<file path="config.mk">
export PLATFORM = sky130hd
export DESIGN_NAME = rkn_div6
export DESIGN_NICKNAME = d
export VERILOG_FILES = /design/src/hw/rtl/rkn_pkg.sv /design/src/hw/rtl/rkn_div6.sv
export SDC_FILE = /design/constraint.sdc
export NUM_CORES = 2
export LEC_CHECK = 0
export BUFFER_PORTS_ARGS = -buffer_cell sky130_fd_sc_hd__buf_2
export CAP_MARGIN = 20
export CORE_ASPECT_RATIO = 0.6
export CORE_MARGIN = 5
export CORE_UTILIZATION = 65
export CTS_CLUSTER_SIZE = 12
export DETAILED_ROUTE_END_ITERATION = 7
export PLACE_DENSITY = 0.91
export SYNTH_ARGS = -nofsm -noshare
export SYNTH_HDL_FRONTEND = slang
export SYNTH_SLANG_ARGS = --single-unit
export TNS_END_PERCENT = 20
</file>
<file path="constraint.sdc">
create_clock -name clk -period 10.12 [get_ports clk]
set_clock_uncertainty 0.15 [all_clocks]
set_input_delay 2.024 -clock clk [delete_from_list [all_inputs] [get_ports clk]]
set_output_delay 2.024 -clock clk [all_outputs]
set_load 0.02 [all_outputs]
</file>
<file path="src/hw/rtl/rkn_pkg.sv">
package rkn_pkg;

  localparam int DATA_W = 64;
  localparam int STEP_W = 63;
  localparam int CFG_IDX_W = 2;

  localparam int OPND_W = 65;
  localparam int SUM_W = 66;
  localparam int TSUM_W = 67;
  localparam int PROD_W = 96;
  localparam int RES_W = 97;

  localparam int MUL_SPLIT = 32;
  localparam int MUL_AHI_W = OPND_W - MUL_SPLIT;
  localparam int MUL_BHI_W = STEP_W - MUL_SPLIT;
  localparam int MUL_HH_W = MUL_AHI_W + MUL_BHI_W;
  localparam int MUL_HL_W = MUL_AHI_W + MUL_SPLIT + 1;
  localparam int MUL_LH_W = MUL_SPLIT + MUL_BHI_W;
  localparam int MUL_LL_W = 2 * MUL_SPLIT;
  localparam int MUL_MID_W = MUL_HL_W + 1;
  localparam int MUL_LAT = 3;

  localparam int DIV_W = RES_W;
  localparam int DIV_UW = DIV_W + 1;
  localparam int DIV_CH = 14;
  localparam int DIV_STAGES = DIV_UW / DIV_CH;
  localparam int DIV_RW = 3;
  localparam int DIV_CW = DIV_CH + DIV_RW;
  localparam int DIV_RECIP_W = 18;
  localparam int DIV_PW = DIV_CW + DIV_RECIP_W;
  localparam int DIV_RSH = 20;
  localparam logic [DIV_RECIP_W-1:0] DIV_RECIP = DIV_RECIP_W'(174763);
  localparam logic [DIV_UW-1:0] DIV_BIAS = DIV_UW'(3) << (DIV_W - 2);
  localparam logic [DIV_UW-1:0] DIV_UNBIAS = DIV_UW'(1) << (DIV_W - 3);
  localparam int DIV_LAT = DIV_STAGES + 2;

  localparam int S_SUM = 1;
  localparam int S_QS = S_SUM + DIV_LAT;
  localparam int S_OPM = S_QS + 1;
  localparam int S_POS = S_OPM + MUL_LAT;
  localparam int S_P = MUL_LAT;
  localparam int S_T = S_P + 1;
  localparam int S_QT = S_T + DIV_LAT;
  localparam int S_NV = S_QT + 1;
  localparam int S_NP = S_POS + 1;
  localparam int S_OUT = S_NP + 1;

  localparam logic [DATA_W-1:0] SAT_MAX = {1'b0, {(DATA_W-1){1'b1}}};
  localparam logic [DATA_W-1:0] SAT_MIN = {1'b1, {(DATA_W-1){1'b0}}};

  localparam logic [CFG_IDX_W-1:0] REG_TIME_STEP = CFG_IDX_W'(0);
  localparam logic [CFG_IDX_W-1:0] REG_FIRST_POS = CFG_IDX_W'(1);
  localparam logic [CFG_IDX_W-1:0] REG_SECOND_POS = CFG_IDX_W'(2);

  typedef enum logic [1:0] {
    STAGE_FIRST,
    STAGE_SECOND,
    STAGE_THIRD,
    STAGE_FINAL
  } stage_t;

  typedef struct packed {
    logic [1:0]               func;
    logic signed [DATA_W-1:0] position;
    logic signed [DATA_W-1:0] velocity;
    logic signed [DATA_W-1:0] acceleration;
    logic signed [DATA_W-1:0] start_position;
    logic signed [DATA_W-1:0] start_velocity;
    logic signed [DATA_W-1:0] k_one;
    logic signed [DATA_W-1:0] k_two;
    logic signed [DATA_W-1:0] k_three;
  } item_t;

  typedef struct packed {
    logic signed [DATA_W-1:0] new_position;
    logic signed [DATA_W-1:0] new_velocity;
    logic signed [DATA_W-1:0] stage_k;
    logic                     overflow;
  } result_t;

endpackage

</file>
<file path="src/hw/rtl/rkn_div6.sv">
module rkn_div6
  import rkn_pkg::*;
(
  input  logic             clk,
  input  logic [DIV_W-1:0] x,
  output logic [DIV_W-1:0] q
);

  logic [DIV_UW-1:0] num [0:DIV_STAGES-1];
  logic [DIV_RW-1:0] rem [1:DIV_STAGES-1];
  logic [DIV_UW-1:0] quo [1:DIV_STAGES];

  always_ff @(posedge clk) begin
    num[0] <= {x[DIV_W-1], x} + DIV_BIAS;
  end

  for (genvar j = 1; j <= DIV_STAGES; j++) begin : g_step
    logic [DIV_RW-1:0] rem_in;
    logic [DIV_UW-1:0] quo_in;
    logic [DIV_CW-1:0] cur;
    logic [DIV_PW-1:0] prod;
    logic [DIV_CH-1:0] qd;
    logic [DIV_CW-1:0] left;

    if (j == 1) begin : g_first
      assign rem_in = '0;
      assign quo_in = '0;
    end else begin : g_next
      assign rem_in = rem[j-1];
      assign quo_in = quo[j-1];
    end

    assign cur  = {rem_in, num[j-1][DIV_UW-1 -: DIV_CH]};
    assign prod = cur * DIV_RECIP;
    assign qd   = prod[DIV_RSH +: DIV_CH];
    assign left = cur - DIV_CW'({qd, 2'b00}) - DIV_CW'({qd, 1'b0});

    always_ff @(posedge clk) begin
      quo[j] <= {quo_in[DIV_UW-DIV_CH-1:0], qd};
    end

    if (j < DIV_STAGES) begin : g_carry
      always_ff @(posedge clk) begin
        num[j] <= num[j-1] << DIV_CH;
        rem[j] <= left[DIV_RW-1:0];
      end
    end
  end

  always_ff @(posedge clk) begin
    q <= DIV_W'(quo[DIV_STAGES] - DIV_UNBIAS);
  end

endmodule

</file>
==> metrics <==
CTS H-tree depth 3; largest net degree at the start of global routing 13; hold buffer count at CTS 0; Post-synth ARST share 0%; Starting Density 65.5%; post-CTS sizing 0; max-cap viol count 0; GRT Util Overall 24.3%; CTS tree built; synthesized area 0.0469 mm^2; number of I/O pins 195; Post-Route WL 90,400 um; EDFF count, synth 0; register area share after synthesis 37.8%; Worst Max-Slew Pin Slew 0.788 ns; FF+latch count, synth 885; crit path kind reg -> reg; Worst setup EP type flop; Via density 5.22; first-pass GRT wire length 150,000 um; fraction of layout cells with a size suffix above 1 7.45%; Skew-Pair Late Insertion Delay 0.68 ns; setup repair bufs after CTS 0; Detailed Route Iter0 Violations 1,330; post-synth cell types 62; antenna violations before repair 2; CP Data Arrival Time 7.33 ns; Fmax 0.144 GHz; minimum clock period 6.93 ns; CP startpoint kind flop; root buf cell clkbuf_16; Synth Flop Type dfxtp_1; Nets 5,605; max_slew headroom 47.0%; pins over their slew limit 0; endpoints failing setup 0; status finished clean; Synth warnings 0; Min-Delay Path Class reg -> reg; CP Max Fanout 4; die area 0.0778 mm^2; syn nets 5,324; top cell type's share of synthesized area 37.8%; most frequent cell after synthesis inv_1; clk slew on worst S/H paths 0.06 ns; DRC 0; Final HPWL DP 71,500 um; vias in the first global route 29,912; GP Congestion 0.947; DIE WIDTH 357 um; Clock Path Buffers 3; clk sink count 885; placed instance area 0.0491 mm^2; Area Growth Syn to Fin 10.0%; Post-Synthesis Cells 3,847; core area 0.0716 mm^2; DRT antenna net count 0; port buffer count 194; Final TNS setup 0 ns; grt total ovfl 0; post-route cell area 0.0516 mm^2; Synth top cells by count 893 x inv_1, 885 x dfxtp_1, 827 x ha_1; period utilization 68.4%; via count 26,753; RSZ-0062 raised after global routing no; Die Span Y 218 um; main area contributors after synthesis dfxtp_1 38%, fa_1 24%, ha_1 22%, inv_1 7.1%, xnor2_1 1.7%; Avg Cell Area, Syn 12.2 um^2; Worst EP required 10.53 ns; Yosys top cell by area dfxtp_1; final hold viol count 0; standard-cell rows 76; WL/cell 17.6 um; hold_ws 0.161 ns; total CTS buffers 87; n_diodes 0; DRT Pass-1 Iters 5
## metrics by stage
step	worst slack [ns]	util [%]	instances
after floorplan	4.17	-	3847
after detailed placement	3.38	68.5	5014
final	3.19	72.1	5125
after CTS	3.28	72.1	5125
after global placement	3.68	68.5	5014
after global routing	3.02	72.1	5125
## placed cells by master (no fill, tap or decap), types with 18 or more instances in the layout
master     instances
ha_1             827
buf_2            194
a21o_1            58
a21oi_1           96
xnor2_1           89
nand3_1           26
o21ai_0           47
clkbuf_16         88
fa_1             552
nor3_1            18
nor2_1            67
nand2_1           41
inv_1            893
xor2_1            39
dfxtp_1          885
## final cells by class
cell class,count,area (um^2)
Sequential cell,885,17700
Fill cell,4558,20000
Clock buffer,97,2290
Clock inverter,14,236
Inverter,893,3350
Timing Repair Buffer,194,971
Multi-Input combinational cell,2067,25800
Tap cell,975,1220
## path summary, 6_finish.rpt
kind	from	endpoint	slack, ns	depth (start not counted)
worst max-delay path	num[3][88]	quo[4][13]	3.19	20
worst min-delay path	num[3][65]	num[4][79]	0.16	0
worst max register to register	num[3][88]	quo[4][13]	3.19	20
worst min register to register	num[3][65]	num[4][79]	0.16	0
## critical path: stages, from the launching register on
cell and delay, ns:
dfxtp_1 0.43, ha_1 0.34, fa_1 0.67, inv_1 0.15, fa_1 0.57, fa_1 0.51, inv_1 0.05, fa_1 0.47
inv_1 0.05, fa_1 0.48, inv_1 0.05, ha_1 0.30, a21o_1 0.19, a21oi_1 0.17, o21ai_1 0.10, a221o_1 0.41
a31oi_1 0.44, o31ai_1 0.30, o41a_1 0.44, and4_1 0.21, or3_1 0.35
## flip-flops by register name, indices dropped and copies added, names as in the netlist
register,flops
num,392
quo,378
q,97
rem,18
## cells by family (layout without fill, tap and decap cells)
group	Yosys count	after routing	share of synthesized area, %
buffers and inverters	895	1198	7.16
AOI/OAI and AO/OA	320	320	4.46
and+or+nand+nor	237	237	2.52
DFF	885	885	37.8
adders and majority gates	1379	1379	45.6
xor gates and xnor gates	128	128	2.39
muxes	3	3	0.0640
## routing by layer
layer  global-route usage (%)  routed length (um)  vias to the layer above
li1                         -                   -                    12673
met5                        0                   0                        -
met4                     8.30                2910                        0
met3                     5.85                5900                      222
met1                     32.4               39600                    13138
met2                     39.4               42000                      720
Power is left out: the tool's default activity adds up to more than one toggle a clock period on the data nets, which glitch-free logic cannot reach.
